**src/sv/tae_pkg.sv**
```systemverilog
// ----------------------------------------------------------------------------
// tae_pkg: shared types and constants of the tilt angle estimator
// Holds the arctangent table, register indexes, the controller state type
// and the command and status structures between controller and datapath.
// ----------------------------------------------------------------------------
package tae_pkg;

	localparam int AtanEntries = 24;
	localparam logic [0:0] RegAlpha = 1'b0;
	localparam logic [0:0] RegInterval = 1'b1;
	localparam int AccW = 32;
	localparam int VecW = 26;

	function automatic logic signed [AccW-1:0] atan_q8cdeg(input logic [4:0] i);
		logic signed [AccW-1:0] r;
		case (i)
			5'd0: r = 32'sd1152000;
			5'd1: r = 32'sd680065;
			5'd2: r = 32'sd359328;
			5'd3: r = 32'sd182400;
			5'd4: r = 32'sd91554;
			5'd5: r = 32'sd45822;
			5'd6: r = 32'sd22916;
			5'd7: r = 32'sd11459;
			5'd8: r = 32'sd5730;
			5'd9: r = 32'sd2865;
			5'd10: r = 32'sd1432;
			5'd11: r = 32'sd716;
			5'd12: r = 32'sd358;
			5'd13: r = 32'sd179;
			5'd14: r = 32'sd90;
			5'd15: r = 32'sd45;
			5'd16: r = 32'sd22;
			5'd17: r = 32'sd11;
			5'd18: r = 32'sd6;
			5'd19: r = 32'sd3;
			5'd20: r = 32'sd1;
			5'd21: r = 32'sd1;
			default: r = 32'sd0;
		endcase
		return r;
	endfunction

	typedef enum logic [9:0] {
		ST_IDLE = 10'b0000000001,
		ST_SQRT = 10'b0000000010,
		ST_CINI = 10'b0000000100,
		ST_CORD = 10'b0000001000,
		ST_CFIN = 10'b0000010000,
		ST_SMTH = 10'b0000100000,
		ST_DINI = 10'b0001000000,
		ST_DIV = 10'b0010000000,
		ST_DFIN = 10'b0100000000,
		ST_OUT = 10'b1000000000
	} state_t;

	typedef struct packed {
		logic load;
		logic sqrt_init;
		logic sqrt_step;
		logic cord_init;
		logic cord_roll;
		logic cord_step;
		logic cord_fin;
		logic smooth;
		logic div_init;
		logic div_step;
		logic div_fin;
		logic emit;
	} cmd_t;

	typedef struct packed {
		logic error;
		logic out_busy;
	} stat_t;

endpackage

```
**src/sv/tae_ctrl.sv**
```systemverilog
// ----------------------------------------------------------------------------
// tae_ctrl: sequencing controller
// Steps the datapath through square roots, two CORDIC runs, smoothing and
// the rate division, counting iterations of each unit.
// ----------------------------------------------------------------------------
module tae_ctrl import tae_pkg::*; #(
	parameter int CordicIterations = 16
) (
	input  logic  clk,
	input  logic  arst_n,
	input  logic  in_valid,
	output logic  in_ready,
	input  stat_t stat,
	output cmd_t  cmd
);

	localparam int Iter = (CordicIterations < AtanEntries) ? CordicIterations : AtanEntries;

	state_t state_q, state_d;
	logic [5:0] cnt_q, cnt_d;
	logic roll_q, roll_d;

	assign in_ready = (state_q == ST_IDLE) && !stat.out_busy;

	always_comb begin
		state_d = state_q;
		cnt_d = cnt_q;
		roll_d = roll_q;
		cmd = '0;
		unique case (state_q)
			ST_IDLE: begin
				if (in_valid && in_ready) begin
					cmd.load = 1'b1;
					state_d = ST_SQRT;
					cnt_d = '0;
				end
			end
			ST_SQRT: begin
				if (stat.error) begin
					state_d = ST_OUT;
				end else begin
					if (cnt_q == 6'd0) begin
						cmd.sqrt_init = 1'b1;
					end else begin
						cmd.sqrt_step = 1'b1;
					end
					cnt_d = cnt_q + 6'd1;
					if (cnt_q == 6'd32) begin
						state_d = ST_CINI;
						roll_d = 1'b0;
					end
				end
			end
			ST_CINI: begin
				cmd.cord_init = 1'b1;
				cmd.cord_roll = roll_q;
				cnt_d = '0;
				state_d = ST_CORD;
			end
			ST_CORD: begin
				cmd.cord_step = 1'b1;
				cnt_d = cnt_q + 6'd1;
				if (cnt_q == 6'(Iter - 1)) begin
					state_d = ST_CFIN;
				end
			end
			ST_CFIN: begin
				cmd.cord_fin = 1'b1;
				cmd.cord_roll = roll_q;
				if (roll_q) begin
					state_d = ST_SMTH;
				end else begin
					roll_d = 1'b1;
					state_d = ST_CINI;
				end
			end
			ST_SMTH: begin
				cmd.smooth = 1'b1;
				state_d = ST_DINI;
			end
			ST_DINI: begin
				cmd.div_init = 1'b1;
				cnt_d = '0;
				state_d = ST_DIV;
			end
			ST_DIV: begin
				cmd.div_step = 1'b1;
				cnt_d = cnt_q + 6'd1;
				if (cnt_q == 6'd31) begin
					state_d = ST_DFIN;
				end
			end
			ST_DFIN: begin
				cmd.div_fin = 1'b1;
				state_d = ST_OUT;
			end
			ST_OUT: begin
				if (!stat.out_busy) begin
					cmd.emit = 1'b1;
					state_d = ST_IDLE;
				end
			end
			default: state_d = ST_IDLE;
		endcase
	end

	always_ff @(posedge clk or negedge arst_n) begin
		if (!arst_n) begin
			state_q <= ST_IDLE;
			cnt_q <= '0;
			roll_q <= 1'b0;
		end else begin
			state_q <= state_d;
			cnt_q <= cnt_d;
			roll_q <= roll_d;
		end
	end

endmodule

```
**src/sv/tae_dpath.sv**
```systemverilog
// ----------------------------------------------------------------------------
// tae_dpath: arithmetic datapath
// Shared square root, CORDIC vectoring unit, smoothing multiply and a
// restoring divider, with the state and the output register.
// ----------------------------------------------------------------------------
module tae_dpath import tae_pkg::*; (
	input  logic               clk,
	input  logic               arst_n,
	input  cmd_t               cmd,
	output stat_t              stat,
	input  logic               cfg_we,
	input  logic [0:0]         cfg_idx,
	input  logic [9:0]         cfg_data,
	input  logic [7:0]         raw_x,
	input  logic [7:0]         raw_y,
	input  logic [7:0]         raw_z,
	input  logic [31:0]        time_ms,
	output logic               out_valid,
	input  logic               out_ready,
	output logic               read_error,
	output logic signed [5:0]  x_count,
	output logic signed [5:0]  y_count,
	output logic signed [5:0]  z_count,
	output logic signed [14:0] pitch_cdeg,
	output logic signed [15:0] roll_cdeg,
	output logic [13:0]        magnitude_q8,
	output logic signed [14:0] smooth_pitch_cdeg,
	output logic signed [25:0] pitch_rate
);

	logic [8:0] alpha_q;
	logic [9:0] dflt_q;
	logic seen_q;
	logic signed [15:0] last_pitch_q;
	logic signed [23:0] smooth_q;
	logic [31:0] last_time_q;

	logic signed [5:0] x_q, y_q, z_q;
	logic err_q;
	logic [31:0] time_q;

	// Two square roots share one iteration: 44-bit radicands and 22-bit roots for magnitude and hyp.
	logic [43:0] rad_q;
	logic [21:0] root_q;
	logic [43:0] mrad_q;
	logic [21:0] mroot_q;
	logic [5:0] sbit_q;

	logic signed [VecW-1:0] cx_q, cy_q;
	logic signed [AccW-1:0] ang_q;
	logic [4:0] ci_q;
	logic signed [15:0] pitch_q, roll_q;

	logic [31:0] den_q, quo_q;
	logic [31:0] num_q;
	logic [32:0] rem_q;
	logic neg_q;
	logic signed [23:0] smooth_new;

	always_ff @(posedge clk or negedge arst_n) begin
		if (!arst_n) begin
			alpha_q <= 9'd64;
			dflt_q <= 10'd50;
		end else if (cfg_we) begin
			if (cfg_idx == RegAlpha) alpha_q <= cfg_data[8:0];
			else dflt_q <= cfg_data;
		end
	end

	assign stat.error = err_q;
	assign stat.out_busy = out_valid && !out_ready;

	// Square root, one result bit per cycle (bit index sbit_q counts down).
	logic [43:0] y2z2, x2;
	logic [21:0] hyp_try;
	logic [43:0] hyp_sq;
	logic [21:0] mag_try;
	logic [43:0] mag_sq;
	assign y2z2 = 44'(($signed(y_q) * $signed(y_q)) + ($signed(z_q) * $signed(z_q)));
	assign x2 = 44'($signed(x_q) * $signed(x_q));
	assign hyp_try = root_q | (22'd1 << sbit_q[4:0]);
	assign hyp_sq = 44'(hyp_try) * 44'(hyp_try);
	assign mag_try = mroot_q | (22'd1 << sbit_q[4:0]);
	assign mag_sq = 44'(mag_try) * 44'(mag_try);

	logic signed [VecW-1:0] dx, dy;
	assign dx = cy_q >>> ci_q;
	assign dy = cx_q >>> ci_q;

	logic signed [AccW-1:0] cd;
	assign cd = (ang_q + 32'sd128) >>> 8;

	logic [8:0] a_sat;
	logic signed [41:0] sum;
	assign a_sat = (alpha_q > 9'd256) ? 9'd256 : alpha_q;

	logic signed [15:0] lp_eff;
	logic signed [23:0] sm_eff;
	assign lp_eff = seen_q ? last_pitch_q : pitch_q;
	assign sm_eff = seen_q ? smooth_q : 24'(pitch_q * 16'sd256);
	assign sum = 42'($signed({1'b0, a_sat}) * pitch_q) * 42'sd256
		+ 42'($signed({1'b0, 9'd256 - a_sat}) * sm_eff) + 42'sd128;
	assign smooth_new = 24'(sum >>> 8);

	logic [31:0] interval;
	assign interval = (time_q - last_time_q) != 32'd0 ? (time_q - last_time_q)
		: ((dflt_q == 10'd0) ? 32'd1 : {22'd0, dflt_q});

	logic [32:0] rem_sh;
	assign rem_sh = {rem_q[31:0], num_q[31]};

	always_ff @(posedge clk) begin
		if (cmd.load) begin
			x_q <= raw_x[5:0];
			y_q <= raw_y[5:0];
			z_q <= raw_z[5:0];
			err_q <= (raw_x == 8'hFF) || (raw_y == 8'hFF) || (raw_z == 8'hFF);
			time_q <= time_ms;
		end
		if (cmd.sqrt_init) begin
			rad_q <= y2z2 << 32;
			mrad_q <= (y2z2 + x2) << 16;
			root_q <= '0;
			mroot_q <= '0;
			sbit_q <= 6'd21;
		end
		if (cmd.sqrt_step) begin
			if (hyp_sq <= rad_q) root_q <= hyp_try;
			if (mag_sq <= mrad_q) mroot_q <= mag_try;
			sbit_q <= sbit_q - 6'd1;
		end
		if (cmd.cord_init) begin
			logic signed [VecW-1:0] ix, iy;
			if (cmd.cord_roll) begin
				ix = VecW'(z_q) <<< 16;
				iy = VecW'(y_q) <<< 16;
			end else begin
				ix = VecW'({1'b0, root_q});
				iy = -(VecW'(x_q) <<< 16);
			end
			ci_q <= '0;
			if (ix < 0) begin
				cx_q <= -ix;
				cy_q <= -iy;
				ang_q <= (iy >= 0) ? 32'sd4608000 : -32'sd4608000;
			end else begin
				cx_q <= ix;
				cy_q <= iy;
				ang_q <= '0;
			end
		end
		if (cmd.cord_step) begin
			if (cy_q >= 0) begin
				cx_q <= cx_q + dx;
				cy_q <= cy_q - dy;
				ang_q <= ang_q + atan_q8cdeg(ci_q);
			end else begin
				cx_q <= cx_q - dx;
				cy_q <= cy_q + dy;
				ang_q <= ang_q - atan_q8cdeg(ci_q);
			end
			ci_q <= ci_q + 5'd1;
		end
		if (cmd.cord_fin) begin
			logic signed [15:0] lim, r;
			lim = cmd.cord_roll ? 16'sd18000 : 16'sd9000;
			if (cd > AccW'(lim)) r = lim;
			else if (cd < -AccW'(lim)) r = -lim;
			else r = 16'(cd);
			if ((x_q == 0 && cmd.cord_roll == 1'b0 && root_q == 0)
					|| (cmd.cord_roll && y_q == 0 && z_q == 0)) r = '0;
			if (cmd.cord_roll) roll_q <= r;
			else pitch_q <= r;
		end
		if (cmd.div_init) begin
			logic signed [17:0] d;
			logic [31:0] mg;
			d = 18'(pitch_q) - 18'(lp_eff);
			neg_q <= d < 0;
			mg = 32'(d < 0 ? -d : d) * 32'd1000;
			num_q <= mg;
			den_q <= interval;
			rem_q <= '0;
			quo_q <= '0;
		end
		if (cmd.div_step) begin
			num_q <= num_q << 1;
			if (rem_sh >= {1'b0, den_q}) begin
				rem_q <= rem_sh - {1'b0, den_q};
				quo_q <= {quo_q[30:0], 1'b1};
			end else begin
				rem_q <= rem_sh;
				quo_q <= {quo_q[30:0], 1'b0};
			end
		end
	end

	always_ff @(posedge clk or negedge arst_n) begin
		if (!arst_n) begin
			seen_q <= 1'b0;
			last_pitch_q <= '0;
			smooth_q <= '0;
			last_time_q <= '0;
			out_valid <= 1'b0;
		end else begin
			if (cmd.smooth) begin
				smooth_q <= smooth_new;
				seen_q <= 1'b1;
				if (!seen_q) last_pitch_q <= pitch_q;
			end
			if (cmd.div_fin) begin
				last_pitch_q <= pitch_q;
				last_time_q <= time_q;
			end
			if (cmd.emit) out_valid <= 1'b1;
			else if (out_ready) out_valid <= 1'b0;
		end
	end

	always_ff @(posedge clk) begin
		if (cmd.div_fin) begin
			logic signed [23:0] sc;
			sc = 24'((smooth_q + 24'sd128) >>> 8);
			smooth_pitch_cdeg <= sc[14:0];
			pitch_rate <= neg_q ? -$signed(quo_q[25:0]) : $signed(quo_q[25:0]);
			pitch_cdeg <= pitch_q[14:0];
			roll_cdeg <= roll_q;
			magnitude_q8 <= mroot_q[13:0];
			x_count <= x_q;
			y_count <= y_q;
			z_count <= z_q;
			read_error <= 1'b0;
		end else if (cmd.emit && err_q) begin
			smooth_pitch_cdeg <= '0;
			pitch_rate <= '0;
			pitch_cdeg <= '0;
			roll_cdeg <= '0;
			magnitude_q8 <= '0;
			x_count <= '0;
			y_count <= '0;
			z_count <= '0;
			read_error <= 1'b1;
		end
	end

endmodule

```
**src/sv/tilt_angle_estimator_unit.sv**
```systemverilog
// ----------------------------------------------------------------------------
// tilt_angle_estimator_unit: pitch, roll, magnitude and pitch rate
// Top level joining the sequencing controller and the arithmetic datapath.
//
//   channel  handshake               payload
//   in       in_valid / in_ready     raw_x raw_y raw_z time_ms
//   out      out_valid / out_ready   read_error ... pitch_rate
//   cfg      cfg_we                  cfg_idx cfg_data
//
// An item passes through the load, the square roots, two CORDIC runs, smoothing,
// the 32-step divider and the output hand-off. A read error beat goes from the
// square roots straight to the output hand-off. Reset restores the configuration,
// controller and smoothing registers and clears out_valid.
// A new beat is taken only in idle, once the previous result has left the output register.
// ----------------------------------------------------------------------------
module tilt_angle_estimator_unit import tae_pkg::*; #(
	parameter int CordicIterations = 16
) (
	input  logic               clk,
	input  logic               arst_n,
	input  logic               cfg_we,
	input  logic [0:0]         cfg_idx,
	input  logic [9:0]         cfg_data,
	input  logic               in_valid,
	output logic               in_ready,
	input  logic [7:0]         raw_x,
	input  logic [7:0]         raw_y,
	input  logic [7:0]         raw_z,
	input  logic [31:0]        time_ms,
	output logic               out_valid,
	input  logic               out_ready,
	output logic               read_error,
	output logic signed [5:0]  x_count,
	output logic signed [5:0]  y_count,
	output logic signed [5:0]  z_count,
	output logic signed [14:0] pitch_cdeg,
	output logic signed [15:0] roll_cdeg,
	output logic [13:0]        magnitude_q8,
	output logic signed [14:0] smooth_pitch_cdeg,
	output logic signed [25:0] pitch_rate
);

	cmd_t cmd;
	stat_t stat;

	tae_ctrl #(.CordicIterations(CordicIterations)) u_ctrl (
		.clk(clk), .arst_n(arst_n), .in_valid(in_valid), .in_ready(in_ready),
		.stat(stat), .cmd(cmd)
	);

	tae_dpath u_dpath (
		.clk(clk), .arst_n(arst_n), .cmd(cmd), .stat(stat),
		.cfg_we(cfg_we), .cfg_idx(cfg_idx), .cfg_data(cfg_data),
		.raw_x(raw_x), .raw_y(raw_y), .raw_z(raw_z), .time_ms(time_ms),
		.out_valid(out_valid), .out_ready(out_ready), .read_error(read_error),
		.x_count(x_count), .y_count(y_count), .z_count(z_count),
		.pitch_cdeg(pitch_cdeg), .roll_cdeg(roll_cdeg), .magnitude_q8(magnitude_q8),
		.smooth_pitch_cdeg(smooth_pitch_cdeg), .pitch_rate(pitch_rate)
	);

endmodule
```
**config.mk**
```make
export PLATFORM = sky130hd
export DESIGN_NAME = tilt_angle_estimator_unit
export DESIGN_NICKNAME = d
export VERILOG_FILES = /design/src/sv/tae_pkg.sv /design/src/sv/tae_ctrl.sv /design/src/sv/tae_dpath.sv /design/src/sv/tilt_angle_estimator_unit.sv
export SDC_FILE = /design/constraint.sdc
export NUM_CORES = 2
export LEC_CHECK = 0
export BUFFER_PORTS_ARGS = -buffer_cell sky130_fd_sc_hd__buf_2
export CAP_MARGIN = 5
export CORE_ASPECT_RATIO = 1.5
export CORE_UTILIZATION = 35
export CTS_BUF_LIST = sky130_fd_sc_hd__clkbuf_8
export CTS_CLUSTER_SIZE = 20
export DETAILED_ROUTE_END_ITERATION = 8
export GPL_TIMING_DRIVEN = 0
export SETUP_SLACK_MARGIN = 0.15
export SLEW_MARGIN = 15
export SYNTH_ARGS = -nofsm -noshare
export SYNTH_HDL_FRONTEND = slang
export SYNTH_SLANG_ARGS = --single-unit
```
**constraint.sdc**
```tcl
create_clock -name clk -period 16.1 [get_ports clk]
set_input_delay 1.61 -clock clk [delete_from_list [all_inputs] [get_ports clk]]
set_output_delay 1.61 -clock clk [all_outputs]
set_load 0.05 [all_outputs]
```
==> impl_metrics.csv <==
group,metric,value,unit
grt,grt_pass1_vias,74500,
worst_hold_path,min_from,"u_dpath.read_error",
cts,cts_sinks,617,
cells_and_area,final_cell_mix,"inv_1 (1569), fa_1 (1170), nand2_1 (851)",
sta,max_freq,65.2,MHz
cells_and_area,finish.utilization,38.5,%
grt,antenna_found_initial,12,
cts,cts_hold_buf,0,
cts,cts-htree-levels,3,
status,status,"complete, no violations",
setup_path,critical_path.slowest_cell,"a2111oi_0",
drt,wl_per_cell,21.2,µm
cells_and_area,drive_gt1_share,5.98,%
flow_run,maxCapViolations,0,
yosys,yosysTopAreaCell,"fa_1",
grt,grt_overflow,0,
cts,cts_resized,0,
floorplanning,rows,223,
setup_path,rrSetupSlack,760,ps
placement,place.gp.congestion,1.00,
yosys,synthArstFlopShare,17.8,%
cells_and_area,areaGrowthSynthToFinish,9.06,%
cts,cts-root-buf,"clkbuf_8",
drt,vias,68600,
sta,maxSlewViolCount,0,
yosys,netlist.area_leader.share,26.9,%
drt,drc,0,
setup_path,crit_fanout,10,
setup_path,cp.required,16910,ps
sta,max-slew-margin-rel,21.8,%
grt,grt_pass1_wl,427000,µm
cts,clk_pin_slew,70,ps
sta,timing.setup.tns,0,ps
placement,hpwl,231000,µm
yosys,yosysWarnings,0,
setup_path,cp_data_arrival_time,16150,ps
cells_and_area,fin_area,94800,µm²
floorplanning,initial_core_util,35.3,%
yosys,postSynthCellCount,9323,
drt,vias_per_cell,5.27,
cts,clockBufferDepth,3,
sta,rsz0062_at_grt,"no",
yosys,synth_area_leaders,"fa_1 (27%), edfxtp_1 (15%), ha_1 (12%), inv_1 (6.7%), nand2_1 (3.7%)",
placement,io_buffers,178,
setup_path,path_class,"reg2reg",
drt,drt_iter0_drc,4143,
setup_path,start_kind,"register",
sta,hold_viol,0,
worst_hold_path,hp-class,"reg2reg",
cts,clk_latency,960,ps
floorplanning,die-width,409,µm
yosys,avgSynthCellArea,9.33,µm²
floorplanning,die_area,250000,µm²
setup_path,rr_worst_depth,46,
sta,fin_crit_sh,95.3,%
setup_path,crit_path_end_kind,"register",
sta,post-route-min-period,15340,ps
floorplanning,die_h,612,µm
worst_hold_path,min_to,"u_dpath.read_error",
sta,skew,107,ps
cts,postCtsSetupBuffers,0,
cts,cts-buffers-inserted,111,
sta,tightestPinTransition,1140,ps
placement,pre_cts_ws,1060,ps
cells_and_area,final_common_cell,"inv_1",
cts,cts_tree,"built",
yosys,seq_area_frac_synth,19.9,%
worst_hold_path,hold_path_depth,2,
yosys,synth-seq-cells,617,
drt,drt_pass1_iterations,6,
yosys,syn_area,86900,µm²
grt,grt_use_total,22.2,%
setup_path,r2r-start,"u_dpath.sbit_q[0]",
yosys,ys.flop_type,"edfxtp_1",
sta,fin_ws,764,ps
yosys,synth_cell_types,96,
yosys,synth_edf_count,441,
setup_path,r2r_end,"u_dpath.root_q[19]",
sta,finalSetupViolCount,0,
setup_path,cpPeakStageDelay,700,ps
drt,ant_nets,0,
floorplanning,io_pins,179,
setup_path,path_common_cell,"fa_1",
placement,placed_area,92400,µm²
floorplanning,core-area,246000,µm²
grt,grt_max_degree,67,
drt,wirelength,277000,µm
cells_and_area,nNetsFinal,11700,
-- stage by stage --
step                cells  hold WS [ps]
floorplan            9368           426
global placement    12800           438
detailed placement  12800           445
CTS                 13000           454
global route        13000           477
finish              13000           454
-- registers in the layout, summed over array words and instances (netlist names), 12 cells and up, named ones only --
register / cells
u_dpath.roll_cdeg: 16
u_dpath.den_q: 32
u_dpath.cx_q: 26
u_dpath.last_pitch_q: 16
u_dpath.pitch_cdeg: 15
u_dpath.ang_q: 32
u_dpath.last_time_q: 32
u_dpath.magnitude_q8: 14
u_dpath.root_q: 22
u_dpath.pitch_q: 16
u_dpath.rad_q: 12
u_dpath.roll_q: 16
u_dpath.quo_q: 26
u_dpath.num_q: 29
u_dpath.smooth_q: 24
u_dpath.cy_q: 26
u_dpath.time_q: 32
u_dpath.rem_q: 32
u_dpath.mroot_q: 22
u_dpath.mrad_q: 28
u_dpath.pitch_rate: 26
u_dpath.smooth_pitch_cdeg: 15
-- Yosys cell counts (all sizes together), types with 93 or more instances --
| master | count |
|---|---|
| dfrtp | 105 |
| nor2b | 93 |
| xor2 | 197 |
| clkbuf | 286 |
| fa | 1170 |
| xnor2 | 301 |
| o21ai | 364 |
| nand2 | 853 |
| nor3 | 115 |
| nand2b | 96 |
| ha | 818 |
| inv | 1546 |
| and2 | 203 |
| a21oi | 397 |
| edfxtp | 441 |
| nor2 | 819 |
| a21o | 157 |
| nand3 | 157 |
-- worst max-delay path by stage --
stage	startpoint	end	slack (ps)	cells past startpoint
final	u_dpath.sbit_q[0]	u_dpath.root_q[19]	760	46
after floorplan	u_dpath.sbit_q[0]	u_dpath.root_q[6]	5020	46
after global placement	u_dpath.sbit_q[0]	u_dpath.root_q[6]	810	46
after CTS	u_dpath.sbit_q[0]	u_dpath.root_q[18]	1000	46
after detailed placement	u_dpath.sbit_q[0]	u_dpath.root_q[10]	1060	46
after global routing	u_dpath.sbit_q[0]	u_dpath.root_q[11]	340	46
-- critical path: cells and delay by family, from the launching register on --
| kind | cells | cell delay [ps] |
|---|---|---|
| adder cells (fa/ha/maj) | 10 | 4450 |
| buffers and inverters | 10 | 2700 |
| XOR/XNOR | 1 | 120 |
| flip-flops | 1 | 470 |
| AND/OR/NAND/NOR | 15 | 3760 |
| AO/OA/AOI/OAI | 10 | 3730 |
-- cell type report --
class | instances | area (µm²)
clock inverters | 90 | 749
multi-input cells | 6866 | 62700
clock buffers | 120 | 1650
flip-flops and latches | 617 | 17300
fillers | 24800 | 152000
inverters | 1561 | 5860
well taps | 3262 | 4080
repair buffers | 192 | 1130
diodes | 2 | 5.00
plain buffers | 324 | 1310
-- kinds of logic after synthesis --
group	count (synthesis)	synth area share, %
and+or+nand+nor	2695	14.5
adders and majority gates	1988	38.7
muxes	185	3.04
AOI/OAI and AO/OA	1453	10.6
other	2	0.00864
buffers and inverters	1885	8.24
xor gates and xnor gates	498	5.02
DFF	617	19.9
-- per-layer routing --
metal / vias to the layer above / part of all wire, % / GRT usage, %
met5: - / 0.012 / 0
met4: 4 / 7.9 / 15.2
met3: 830 / 5.0 / 3.22
met2: 2187 / 51 / 40.7
met1: 34300 / 36 / 23.2
li1: 31300 / - / -
Power is left out: the tool's default activity adds up to more than one toggle a clock period on the data nets, which glitch-free logic cannot reach.
